[src/sv/qfbr_pkg.sv]
// Package: store geometry, command codes and byte-order helper for the bit reader.
`timescale 1ns / 1ps
`default_nettype none
package qfbr_pkg;

    localparam int FIFO_DEPTH = 8;
    localparam int SLOT_W     = (FIFO_DEPTH > 1) ? $clog2(FIFO_DEPTH) : 1;
    localparam int CNT_W      = $clog2(FIFO_DEPTH + 1);
    localparam int POS_W      = 7;
    localparam int LIMIT_W    = CNT_W + POS_W;
    localparam int MAX_BITS   = 32;

    localparam logic [2:0] CMD_PUSH    = 3'd0;
    localparam logic [2:0] CMD_PEEK    = 3'd1;
    localparam logic [2:0] CMD_ADVANCE = 3'd2;
    localparam logic [2:0] CMD_ALIGN   = 3'd3;
    localparam logic [2:0] CMD_FLUSH   = 3'd4;

    typedef logic [2:0]  cmd_t;
    typedef logic [63:0] half_t;
    typedef logic [31:0] value_t;
    typedef logic [5:0]  count_t;
    typedef logic [7:0]  adv_t;
    typedef logic [3:0]  fill_t;

    // Stream byte 0 sits in bits 7:0; swap so the stream reads MSB first.
    function automatic half_t byte_swap(input half_t w);
        half_t r;
        for (int k = 0; k < 8; k++)
        begin
            r[63 - 8*k -: 8] = w[8*k +: 8];
        end
        return r;
    endfunction

endpackage
`default_nettype wire

[src/sv/qfbr_in_if.sv]
// Interface: command channel of the bit reader.
`timescale 1ns / 1ps
`default_nettype none
interface qfbr_in_if;
    import qfbr_pkg::*;

    logic   valid;
    logic   ready;
    cmd_t   cmd;
    half_t  push_upper;
    half_t  push_lower;
    count_t bit_count;
    adv_t   advance_by;

    modport source (output valid, cmd, push_upper, push_lower, bit_count, advance_by,
                    input ready);
    modport sink   (input valid, cmd, push_upper, push_lower, bit_count, advance_by,
                    output ready);
endinterface
`default_nettype wire

[src/sv/qfbr_out_if.sv]
// Interface: result channel of the bit reader.
`timescale 1ns / 1ps
`default_nettype none
interface qfbr_out_if;
    import qfbr_pkg::*;

    logic   valid;
    logic   ready;
    value_t peek_value;
    logic   ok;
    fill_t  fill_level;

    modport source (output valid, peek_value, ok, fill_level, input ready);
    modport sink   (input valid, peek_value, ok, fill_level, output ready);
endinterface
`default_nettype wire

[src/sv/quadword_fifo_bit_reader_core.sv]
// Top level: big-endian bit reader over a FIFO of 128-bit quadwords.
// Timing: push, advance, align, flush and unknown codes give their result word
//   in the cycle after acceptance; peek first passes through ST_PEEK, then its result is registered.
// Throughput: one word per cycle for all commands but peek while the reply is taken; a
//   peek holds off the next command while it waits on the registered read of the quadword store.
// Reset: rst_n clears pointer, head, count and the output valid at once; the
//   store itself is not cleared, only pushed slots are ever read.
`timescale 1ns / 1ps
`default_nettype none
module quadword_fifo_bit_reader_core (
    input  wire logic clk,
    input  wire logic rst_n,
    qfbr_in_if.sink   req,
    qfbr_out_if.source rsp
);
    import qfbr_pkg::*;

    localparam logic ST_IDLE = 1'b0;
    localparam logic ST_PEEK = 1'b1;

    // Control state
    logic                state_reg, state_next;
    logic [SLOT_W-1:0]   head_reg, head_next;
    logic [CNT_W-1:0]    held_reg, held_next;
    logic [POS_W-1:0]    pos_reg, pos_next;
    logic                out_valid_reg, out_valid_next;

    // Payload registers
    count_t              cnt_reg, cnt_next;
    value_t              value_reg, value_next;
    logic                ok_reg, ok_next;
    fill_t               fill_reg, fill_next;

    // Store: lower halves in one RAM, upper halves in the other, one slot per address
    logic                wr_en;
    logic [SLOT_W-1:0]   wr_slot;
    logic [SLOT_W-1:0]   lower_rd_slot;
    half_t               lower_rd;
    half_t               upper_rd;

    logic                accept;
    logic                full;
    logic [SLOT_W-1:0]   head_inc;
    logic [SLOT_W:0]     tail_sum;
    logic [LIMIT_W-1:0]  limit;

    // Advance datapath, shared by advance and byte align
    logic [2:0]          frac;
    logic [5:0]          adv_amt;
    logic [LIMIT_W-1:0]  adv_sum;
    logic                adv_fit;

    // Peek datapath
    logic [LIMIT_W-1:0]  peek_end;
    logic                peek_ok;
    half_t               w0;
    half_t               w1;
    logic [127:0]        window;
    logic [127:0]        shifted;
    value_t              peek_bits;

    assign accept    = req.valid && req.ready;
    assign req.ready = (state_reg == ST_IDLE) && (!out_valid_reg || rsp.ready);

    assign rsp.valid      = out_valid_reg;
    assign rsp.peek_value = value_reg;
    assign rsp.ok         = ok_reg;
    assign rsp.fill_level = fill_reg;

    assign full     = (held_reg == CNT_W'(FIFO_DEPTH));
    assign head_inc = (head_reg == SLOT_W'(FIFO_DEPTH - 1)) ? '0 : head_reg + SLOT_W'(1);
    assign tail_sum = (SLOT_W+1)'(head_reg) + (SLOT_W+1)'(held_reg);
    assign wr_slot  = (tail_sum >= (SLOT_W+1)'(FIFO_DEPTH))
                      ? SLOT_W'(tail_sum - (SLOT_W+1)'(FIFO_DEPTH))
                      : SLOT_W'(tail_sum);
    assign wr_en    = accept && (req.cmd == CMD_PUSH) && !full;
    assign limit    = {held_reg, {POS_W{1'b0}}};

    // Bits past the lower half of the head continue in its upper half, and
    // bits past the upper half continue in the lower half of the next slot.
    assign lower_rd_slot = pos_reg[6] ? head_inc : head_reg;

    qfbr_ram #(.WIDTH(64), .DEPTH(FIFO_DEPTH)) u_lower_ram (
        .clk     (clk),
        .wr_en   (wr_en),
        .wr_addr (wr_slot),
        .wr_data (req.push_lower),
        .rd_addr (lower_rd_slot),
        .rd_data (lower_rd)
    );

    qfbr_ram #(.WIDTH(64), .DEPTH(FIFO_DEPTH)) u_upper_ram (
        .clk     (clk),
        .wr_en   (wr_en),
        .wr_addr (wr_slot),
        .wr_data (req.push_upper),
        .rd_addr (head_reg),
        .rd_data (upper_rd)
    );

    // Advance amount: clamped count, or the distance to the next byte boundary
    assign frac = pos_reg[2:0];
    always_comb
    begin
        if (req.cmd == CMD_ALIGN)
        begin
            adv_amt = (frac != 3'd0) ? (6'd8 - 6'(frac)) : 6'd0;
        end
        else
        begin
            adv_amt = (req.advance_by > 8'(MAX_BITS)) ? 6'(MAX_BITS) : req.advance_by[5:0];
        end
    end
    assign adv_sum = LIMIT_W'(pos_reg) + LIMIT_W'(adv_amt);
    assign adv_fit = (adv_sum <= limit);

    // Peek: pointer state is unchanged since acceptance, read data now valid
    assign peek_end  = LIMIT_W'(pos_reg) + LIMIT_W'(cnt_reg);
    assign peek_ok   = (cnt_reg != 6'd0) && (cnt_reg <= 6'(MAX_BITS)) && (peek_end <= limit);
    assign w0        = pos_reg[6] ? upper_rd : lower_rd;
    assign w1        = pos_reg[6] ? lower_rd : upper_rd;
    assign window    = {byte_swap(w0), byte_swap(w1)};
    assign shifted   = window << pos_reg[5:0];
    assign peek_bits = shifted[127:96] >> (6'(MAX_BITS) - cnt_reg);

    always_comb
    begin
        state_next     = state_reg;
        head_next      = head_reg;
        held_next      = held_reg;
        pos_next       = pos_reg;
        out_valid_next = out_valid_reg;
        cnt_next       = cnt_reg;
        value_next     = value_reg;
        ok_next        = ok_reg;
        fill_next      = fill_reg;

        if (out_valid_reg && rsp.ready)
        begin
            out_valid_next = 1'b0;
        end

        unique case (state_reg)
            ST_IDLE:
            begin
                if (accept)
                begin
                    logic ok_c;
                    ok_c = 1'b0;
                    unique case (req.cmd)
                        CMD_PUSH:
                        begin
                            if (!full)
                            begin
                                held_next = held_reg + CNT_W'(1);
                                ok_c      = 1'b1;
                            end
                        end
                        CMD_PEEK:
                        begin
                            state_next = ST_PEEK;
                            cnt_next   = req.bit_count;
                        end
                        CMD_ADVANCE, CMD_ALIGN:
                        begin
                            if (adv_fit)
                            begin
                                pos_next = adv_sum[POS_W-1:0];
                                // Crossing 128 bits retires the head quadword
                                if (adv_sum[POS_W])
                                begin
                                    head_next = head_inc;
                                    held_next = held_reg - CNT_W'(1);
                                end
                            end
                            ok_c = (req.cmd == CMD_ALIGN) ? 1'b1 : adv_fit;
                        end
                        CMD_FLUSH:
                        begin
                            head_next = '0;
                            held_next = '0;
                            pos_next  = '0;
                            ok_c      = 1'b1;
                        end
                        default:
                        begin
                            ok_c = 1'b0;
                        end
                    endcase
                    if (req.cmd != CMD_PEEK)
                    begin
                        out_valid_next = 1'b1;
                        value_next     = '0;
                        ok_next        = ok_c;
                        fill_next      = fill_t'(held_next);
                    end
                end
            end
            ST_PEEK:
            begin
                state_next     = ST_IDLE;
                out_valid_next = 1'b1;
                value_next     = peek_ok ? peek_bits : '0;
                ok_next        = peek_ok;
                fill_next      = fill_t'(held_reg);
            end
            default:
            begin
                state_next = ST_IDLE;
            end
        endcase
    end

    always_ff @(posedge clk or negedge rst_n)
    begin
        if (!rst_n)
        begin
            state_reg     <= ST_IDLE;
            head_reg      <= '0;
            held_reg      <= '0;
            pos_reg       <= '0;
            out_valid_reg <= 1'b0;
        end
        else
        begin
            state_reg     <= state_next;
            head_reg      <= head_next;
            held_reg      <= held_next;
            pos_reg       <= pos_next;
            out_valid_reg <= out_valid_next;
        end
    end

    always_ff @(posedge clk)
    begin
        cnt_reg   <= cnt_next;
        value_reg <= value_next;
        ok_reg    <= ok_next;
        fill_reg  <= fill_next;
    end

endmodule
`default_nettype wire

[src/sv/qfbr_ram.sv]
// Generic single-write, single-read RAM with registered read data.
`timescale 1ns / 1ps
`default_nettype none
module qfbr_ram #(
    parameter  int WIDTH = 64,
    parameter  int DEPTH = 8,
    localparam int AW    = (DEPTH > 1) ? $clog2(DEPTH) : 1
) (
    input  wire logic             clk,
    input  wire logic             wr_en,
    input  wire logic [AW-1:0]    wr_addr,
    input  wire logic [WIDTH-1:0] wr_data,
    input  wire logic [AW-1:0]    rd_addr,
    output logic      [WIDTH-1:0] rd_data
);

    logic [WIDTH-1:0] mem [DEPTH];

    always_ff @(posedge clk)
    begin
        if (wr_en)
        begin
            mem[wr_addr] <= wr_data;
        end
        rd_data <= mem[rd_addr];
    end

endmodule
`default_nettype wire

[src/flat_wrapper.sv]
// flat-port wrapper written by rule: the top's interface ports become plain ports
module quadword_fifo_bit_reader_core_flat import qfbr_pkg::*;
  (clk, rst_n, req_valid, req_cmd, req_push_upper, req_push_lower, req_bit_count, req_advance_by, req_ready, rsp_valid, rsp_peek_value, rsp_ok, rsp_fill_level, rsp_ready);
  qfbr_in_if req_i ();
  qfbr_out_if rsp_i ();
  input  wire logic clk;
  input  wire logic rst_n;
  input wire logic [$bits(req_i.valid)-1:0] req_valid;
  input wire logic [$bits(req_i.cmd)-1:0] req_cmd;
  input wire logic [$bits(req_i.push_upper)-1:0] req_push_upper;
  input wire logic [$bits(req_i.push_lower)-1:0] req_push_lower;
  input wire logic [$bits(req_i.bit_count)-1:0] req_bit_count;
  input wire logic [$bits(req_i.advance_by)-1:0] req_advance_by;
  output wire logic [$bits(req_i.ready)-1:0] req_ready;
  output wire logic [$bits(rsp_i.valid)-1:0] rsp_valid;
  output wire logic [$bits(rsp_i.peek_value)-1:0] rsp_peek_value;
  output wire logic [$bits(rsp_i.ok)-1:0] rsp_ok;
  output wire logic [$bits(rsp_i.fill_level)-1:0] rsp_fill_level;
  input wire logic [$bits(rsp_i.ready)-1:0] rsp_ready;
  assign req_i.valid = req_valid;
  assign req_i.cmd = req_cmd;
  assign req_i.push_upper = req_push_upper;
  assign req_i.push_lower = req_push_lower;
  assign req_i.bit_count = req_bit_count;
  assign req_i.advance_by = req_advance_by;
  assign req_ready = req_i.ready;
  assign rsp_valid = rsp_i.valid;
  assign rsp_peek_value = rsp_i.peek_value;
  assign rsp_ok = rsp_i.ok;
  assign rsp_fill_level = rsp_i.fill_level;
  assign rsp_i.ready = rsp_ready;
  quadword_fifo_bit_reader_core u_core (.clk(clk), .rst_n(rst_n), .req(req_i), .rsp(rsp_i));
endmodule
[config.mk]
export PLATFORM = sky130hd
export DESIGN_NAME = quadword_fifo_bit_reader_core_flat
export DESIGN_NICKNAME = d
export VERILOG_FILES = /design/src/sv/qfbr_pkg.sv /design/src/sv/qfbr_in_if.sv /design/src/sv/qfbr_out_if.sv /design/src/sv/quadword_fifo_bit_reader_core.sv /design/src/sv/qfbr_ram.sv /design/src/flat_wrapper.sv
export SDC_FILE = /design/constraint.sdc
export NUM_CORES = 2
export LEC_CHECK = 0
export BUFFER_PORTS_ARGS = -buffer_cell sky130_fd_sc_hd__clkbuf_2
export CAP_MARGIN = 20
export CORE_MARGIN = 8
export CORE_UTILIZATION = 55
export DETAILED_ROUTE_END_ITERATION = 16
export MAX_ROUTING_LAYER = met4
export PLACE_DENSITY = 0.77
export SLEW_MARGIN = 20
export SYNTH_ARGS = -nofsm -noshare
export SYNTH_HDL_FRONTEND = slang
export SYNTH_SLANG_ARGS = --single-unit
export TNS_END_PERCENT = 30
[constraint.sdc]
create_clock -name clk -period 12.2 [get_ports clk]
set_input_delay 1.22 -clock clk [delete_from_list [all_inputs] [get_ports clk]]
set_output_delay 1.22 -clock clk [all_outputs]
set_load 0.02 [all_outputs]
# [Word level (Yosys, flattened, before mapping)]
# Memories as Yosys holds them, arrays and structs flattened. A register that Yosys moved wholly into a read port is not among the register bits.
# Cells that the tools add are included.
[totals] wordCells=98 memories=2 ramBits=1024 output_inout_bits=39 register_bits=59 input_bits=149
[classes] n_mux=39 eq_ne=11 shifts=2 reduce_logical=20 bitwise_logic=1 add_sub_neg=9 n_lt_le_gt_ge=5
[mem_list] memory="u_core.u_lower_ram.mem" words=8 word_bits=64 read_ports=1 rd_clocked_by_memory_dff=1 write_ports=1 line="qfbr_ram.sv:17" rtl="logic [WIDTH-1:0] mem [DEPTH];"
[mem_list] memory="u_core.u_upper_ram.mem" words=8 word_bits=64 read_ports=1 rd_clocked_by_memory_dff=1 write_ports=1 line="qfbr_ram.sv:17"
[ops] op="$mux 64" count=2
[ops] op="$shl 128x6->128" count=1
[ops] op="$mux 32" count=3
[ops] op="$pmux 32 s2" count=1
[ops] op="$shr 32x6->32" count=1
[ops] op="$le 11x11->1" count=2
[ops] op="$mux 4" count=5
[ops] op="$mux 6" count=3
[ops] op="$add 7x6->8" count=2
[ops] op="$mux 3" count=5
[ops] op="$pmux 7 s2" count=1
[ops] op="$pmux 4 s3" count=1
[ops] op="$mux 1" count=11
[ops] op="$gt 8x6->1 const B" count=1
[ops] op="$pmux 4 s2" count=1
[ops] op="$logic_and 1x1->1" count=7
[ops] op="$mux 7" count=1
[ops] op="$eq 3x2->1 const B" count=2
[ops] op="$eq 3x3->1 const B" count=2
[ops] op="$le 6x6->1 const B" count=1
[ops] op="$ne 2x1->1 const B" count=3
[ops] op="$pmux 1 s2" count=3
[ops] op="$pmux 3 s2" count=1
[ops] op="$reduce_bool 6->1" count=1
[ops] op="24 further kinds" count=26

# [Longest topological paths before layout]
[depth] word_depth=10 ltp_mapped=22 depth_no_buf=19

# [By module]
# Synthesis repeated with hierarchy kept, for this count alone.
[unflattened] cells_unflattened=3083 hier_area_um2=54217.0
[by_module_without_submodules] mod="qfbr_ram" cells_each=816 seq_area_each_um2=16656.0 instances=2 area_per_inst_um2=20547.2
[by_module_without_submodules] mod="quadword_fifo_bit_reader_core" cells_each=1451 seq_area_each_um2=1691.6 instances=1 area_per_inst_um2=13122.6

# [Worst setup path before layout]
# OpenSTA, ideal clock, no wires.
[synth_path] kind="input port to flip-flop" start="input rsp_ready" end="memory u_core.u_lower_ram.mem[1][0] (enable)" stages=6 arrival_ns=10.922 path_slack_ns=0.505 setup_time_ns=0.772 required_time_ns=11.428 n_path_buf=0 cell_sequence="inv_1 > a21oi_1 > and2_1 > and2_1 > nand2_1 > nor3_1"
[synth_between] elab_chain_cells=7
[synth_lines] element="from (decl)" line="flat_wrapper.sv:19" rtl="input wire logic [$bits(rsp_i.ready)-1:0] rsp_ready;"
[synth_lines] element="$logic_or 1x1->1" line="quadword_fifo_bit_reader_core.sv:63" rtl="assign req.ready = (state_reg == ST_IDLE) && (!out_valid_reg || rsp.ready);"
[synth_lines] element="$logic_and 1x1->1" line="quadword_fifo_bit_reader_core.sv:63"
[synth_lines] element="named net req_ready" line="flat_wrapper.sv:14" rtl="output wire logic [$bits(req_i.ready)-1:0] req_ready;"
[synth_lines] element="$logic_and 1x1->1" line="quadword_fifo_bit_reader_core.sv:62" rtl="assign accept = req.valid && req.ready;"
[synth_lines] element="$logic_and 1x1->1 (2 in series)" line="quadword_fifo_bit_reader_core.sv:76" rtl="assign wr_en = accept && (req.cmd == CMD_PUSH) && !full;"
[synth_lines] element="$mux 1" line="qfbr_ram.sv:21" rtl="if (wr_en)"
[synth_lines] element="$mux 1 (implied by the code)" line="qfbr_ram.sv:23" rtl="mem[wr_addr] <= wr_data;"
[synth_lines] element="to (decl)" line="qfbr_ram.sv:17"
# The timed path passes the listed nets, and every way through them passes these cells.

# [Final worst setup path]
[layout_path] start="register u_core.pos_reg[0]" end="register u_core.value_reg[1], in the netlist u_core.rsp.peek_value[1], data pin"
[layout_between] elab_chain_cells=5 elab_cells_between_ends=7 cone_classes="add/sub: 1; order compare: 1; shift: 2; mux: 2; reduce/logical: 1"
[layout_lines] element="from (decl)" line="quadword_fifo_bit_reader_core.sv:25" rtl="logic [POS_W-1:0] pos_reg, pos_next;"
[layout_lines] element="from (signal assigned)" line="quadword_fifo_bit_reader_core.sv:229" rtl="pos_reg <= pos_next;"
[layout_lines] element="$add 7x6->8" line="quadword_fifo_bit_reader_core.sv:118" rtl="assign peek_end = LIMIT_W'(pos_reg) + LIMIT_W'(cnt_reg);"
[layout_lines] element="$le 11x11->1" line="quadword_fifo_bit_reader_core.sv:119" rtl="assign peek_ok = (cnt_reg != 6'd0) && (cnt_reg <= 6'(MAX_BITS)) && (peek_end <= limit);"
[layout_lines] element="$logic_and 1x1->1" line="quadword_fifo_bit_reader_core.sv:119"
[layout_lines] element="$mux 32 *" line="quadword_fifo_bit_reader_core.sv:203" rtl="value_next = peek_ok ? peek_bits : '0;"
[layout_lines] element="$pmux 32 s2 *" line="quadword_fifo_bit_reader_core.sv:143" rtl="unique case (state_reg)"
[layout_lines] element="to (signal assigned)" line="quadword_fifo_bit_reader_core.sv:237" rtl="value_reg <= value_next;"
[layout_lines] element="to (decl)" line="quadword_fifo_bit_reader_core.sv:30" rtl="value_t value_reg, value_next;"
# Mark *: on every way between the ends. The rest lies on a longest branch, timed or not.
# A chain may end at the register's enable or synchronous reset.

==> flow_summary.json <==
{
  "status": "completed",
  "regs_by_ff_count": "u_core.u_lower_ram.mem x512, u_core.u_upper_ram.mem x512",
  "post-route-drc-count": 0,
  "wire_length_of_the_first_global_routing_pass_um": 227000,
  "synth_most_common_cell": "sky130_fd_sc_hd__edfxtp_1",
  "std_cell_rows": 114,
  "power.leakage_nw": 19.9,
  "synth.area.top_cells": "sky130_fd_sc_hd__edfxtp_1 (60%), sky130_fd_sc_hd__mux4_2 (14%), sky130_fd_sc_hd__dfxtp_1 (4.8%)",
  "clock_latency_ns": 0.71,
  "drv_slew": 0,
  "post_detailed_placement_cell_area_mm2": 0.0558,
  "critPathKind": "register to register",
  "final.period_utilization_pct": 47.4,
  "powerDensity_mw_per_mm2": 289,
  "groute.usage.overall_pct": 29.6,
  "cp_top_family": "compound AO/OA/AOI/OAI gates",
  "post_cts_resize_count": 0,
  "cts_tree": "done",
  "timing.critical_path.from": "u_core.pos_reg[0]",
  "finish.utilization_pct": 61.8,
  "floorplan.io_pins": 188,
  "die_width_um": 328,
  "crit_top_cell": "sky130_fd_sc_hd__a211oi_1",
  "postSynthCellCount": 3082,
  "number_of_enable_flip_flop_cells_after_synthesis": 1067,
  "irDropWorstVdd_mv": 0.203,
  "area_of_the_die_mm2": 0.107,
  "design.core.area_mm2": 0.0966,
  "ys_ff_latch": 1211,
  "slew-limit-headroom_pct": 22.4,
  "finalInstanceArea_mm2": 0.0596,
  "seq_area_frac_synth_pct": 65.4,
  "mean_cell_area_of_the_mapped_netlist_um2": 17.4,
  "die_h_um": 328,
  "synthToLayoutAreaGrowth_pct": 11.5,
  "place_hpwl_um": 104000,
  "synth.net_count": 3257,
  "cts_inserted_buffers": 113,
  "ys_dominant_reg_cell": "sky130_fd_sc_hd__edfxtp_1",
  "setup.worst_path.end_class": "register",
  "maximum_number_of_pins_on_one_net_before_global_route_repair": 149,
  "initial_utilization_pct": 55.4,
  "postCtsHoldBufs": 0,
  "cp_num_buf_inv": 1,
  "postRouteAntennaNets": 0,
  "drv.max_cap_violation_count": 0,
  "synth_top_area_share_pct": 59.9,
  "synth_top_cell_by_area": "sky130_fd_sc_hd__edfxtp_1",
  "synth_cell_type_count": 92,
  "cts_setup_buffers": 0,
  "slowest_delay_ns": 0.90,
  "vias": 31462,
  "setup.worst_path.start_class": "register",
  "final-hold-violation-count": 0,
  "worst_path_max_delay_cell": "sky130_fd_sc_hd__a211oi_1",
  "clockRootBuffer": "sky130_fd_sc_hd__clkbuf_16",
  "antenna_found_initial": 11,
  "port_buffers": 187,
  "grt_remaining_overflow": 0,
  "crit_arrival_ns": 6.35,
  "synthesis.area_mm2": 0.0535,
  "setup_tns_ns": 0,
  "timing.critical_path.cells": "buf_12 > mux2i_1 > a22o_1 > a211oi_1 > o221ai_1 > or4_1 > a32oi_1 > nand4_1 > o41a_1 > a211oi_1 > a211o_1",
  "yosysWarningCount": 0,
  "hold_crit_path_type": "input pin to asynchronous set/reset pin",
  "reg2reg_from": "u_core.pos_reg[0]",
  "number_of_design_rule_violations_left_by_the_first_detailed_router_iteration": 3254,
  "f_max_mhz": 173,
  "clkSinkCount": 1211,
  "setup_viol": 0,
  "period_minus_slack_ns": 5.78,
  "worstMarginPinSlew_ns": 1.16,
  "wirelength_um": 157000,
  "cts_buffer_depth": 3,
  "worstPathMaxFanout": 148,
  "worstPathRequired_ns": 12.77,
  "async_flop_share_pct": 1.32,
  "htree_levels": 3,
  "synthTopCellsByCount": "sky130_fd_sc_hd__edfxtp_1 (1067), sky130_fd_sc_hd__mux4_2 (339), sky130_fd_sc_hd__mux2_2 (177)",
  "path_clk_slew_ns": 0.07,
  "post_drt_via_cell_ratio": 6.78,
  "post_route_cells_drive_above_1_share_pct": 29.5,
  "final_nets": 3431,
  "finClkSkew_ns": 0.0412,
  "rsz0062_at_grt": "false",
  "routedWlPerCell_um": 33.9,
  "holdWs_ns": 0.424,
  "drt_pass1_iterations": 6,
  "gpl.final_weighted_congestion": 1.04,
  "grt_pass1_vias": 31883
}
final cells by class:
cell class | count | area, µm²
Fill cell | 6684 | 36900
Sequential cell | 1211 | 35000
Multi-Input combinational cell | 1657 | 17600
Clock buffer | 163 | 3180
Tap cell | 1276 | 1600
Timing Repair Buffer | 250 | 1510
Clock inverter | 53 | 576
Inverter | 23 | 86.3
Antenna cell | 10 | 25.0
where the power goes:
group	switching (mW)	internal [mW]
Combinational	4.83	3.41
Sequential	0.621	4.88
Clock	1.49	2.01
Total	6.94	10.3
worst paths after layout:
path	slack, ns	to	depth (start not counted)
max	6.42	u_core.rsp.peek_value[1]	11
min	0.42	u_core.rsp.valid	1
min in group clk	0.58	u_core.rsp.valid	2
min reg2reg	0.58	u_core.rsp.valid	2
max reg2reg	6.42	u_core.rsp.peek_value[1]	11
max in group asynchronous	11.44	u_core.head_reg[1]	1
logic make-up (layout without fill, tap and decap cells):
family / after synthesis / count (layout) / synth area share [%]
other cells: 0 / 10 / 0
simple gates: 490 / 490 / 4.32
compound gates: 431 / 431 / 6.12
mux: 694 / 694 / 21.4
buf+inv: 214 / 489 / 1.82
flops: 1211 / 1211 / 65.4
xor+xnor: 16 / 16 / 0.262
fa+ha+maj: 26 / 26 / 0.650
cells in the final DEF, fill, tap and decap left out, drive strengths merged, types with 23 or more instances in the layout:
| cell type | synthesis | layout |
|---|---|---|
| buf | 78 | 62 |
| nor3 | 57 | 57 |
| clkbuf | 113 | 350 |
| inv | 22 | 25 |
| dfxtp | 128 | 128 |
| nand2 | 114 | 114 |
| ha | 23 | 23 |
| nor2 | 164 | 164 |
| a22o | 32 | 32 |
| o21ai | 46 | 46 |
| mux2i | 159 | 159 |
| nand3 | 28 | 28 |
| mux4 | 339 | 339 |
| edfxtp | 1067 | 1067 |
| mux2 | 196 | 196 |
| a21oi | 43 | 43 |
| a211oi | 29 | 29 |
| clkinv | 1 | 37 |
| o22ai | 41 | 41 |
per-stage QoR:
step / setup WS, ns / power [mW] / cells
2_1_floorplan: 0.505 / 10.7 / 3082
3_3_place_gp: 5.86 / 13.6 / 4416
3_5_place_dp: 5.69 / 13.6 / 4417
4_1_cts: 6.44 / 17.1 / 4633
5_1_grt: 6.17 / 17.8 / 4643
6_report: 6.42 / 17.2 / 4643
metal layers:
metal  global-route usage (%)  routed length (µm)
met1                     39.6               63600
met2                     46.5               76000
met3                     4.76               11900
met4                     10.4                5810
met5                        -                   0
Power figures use the tool's default switching activity.
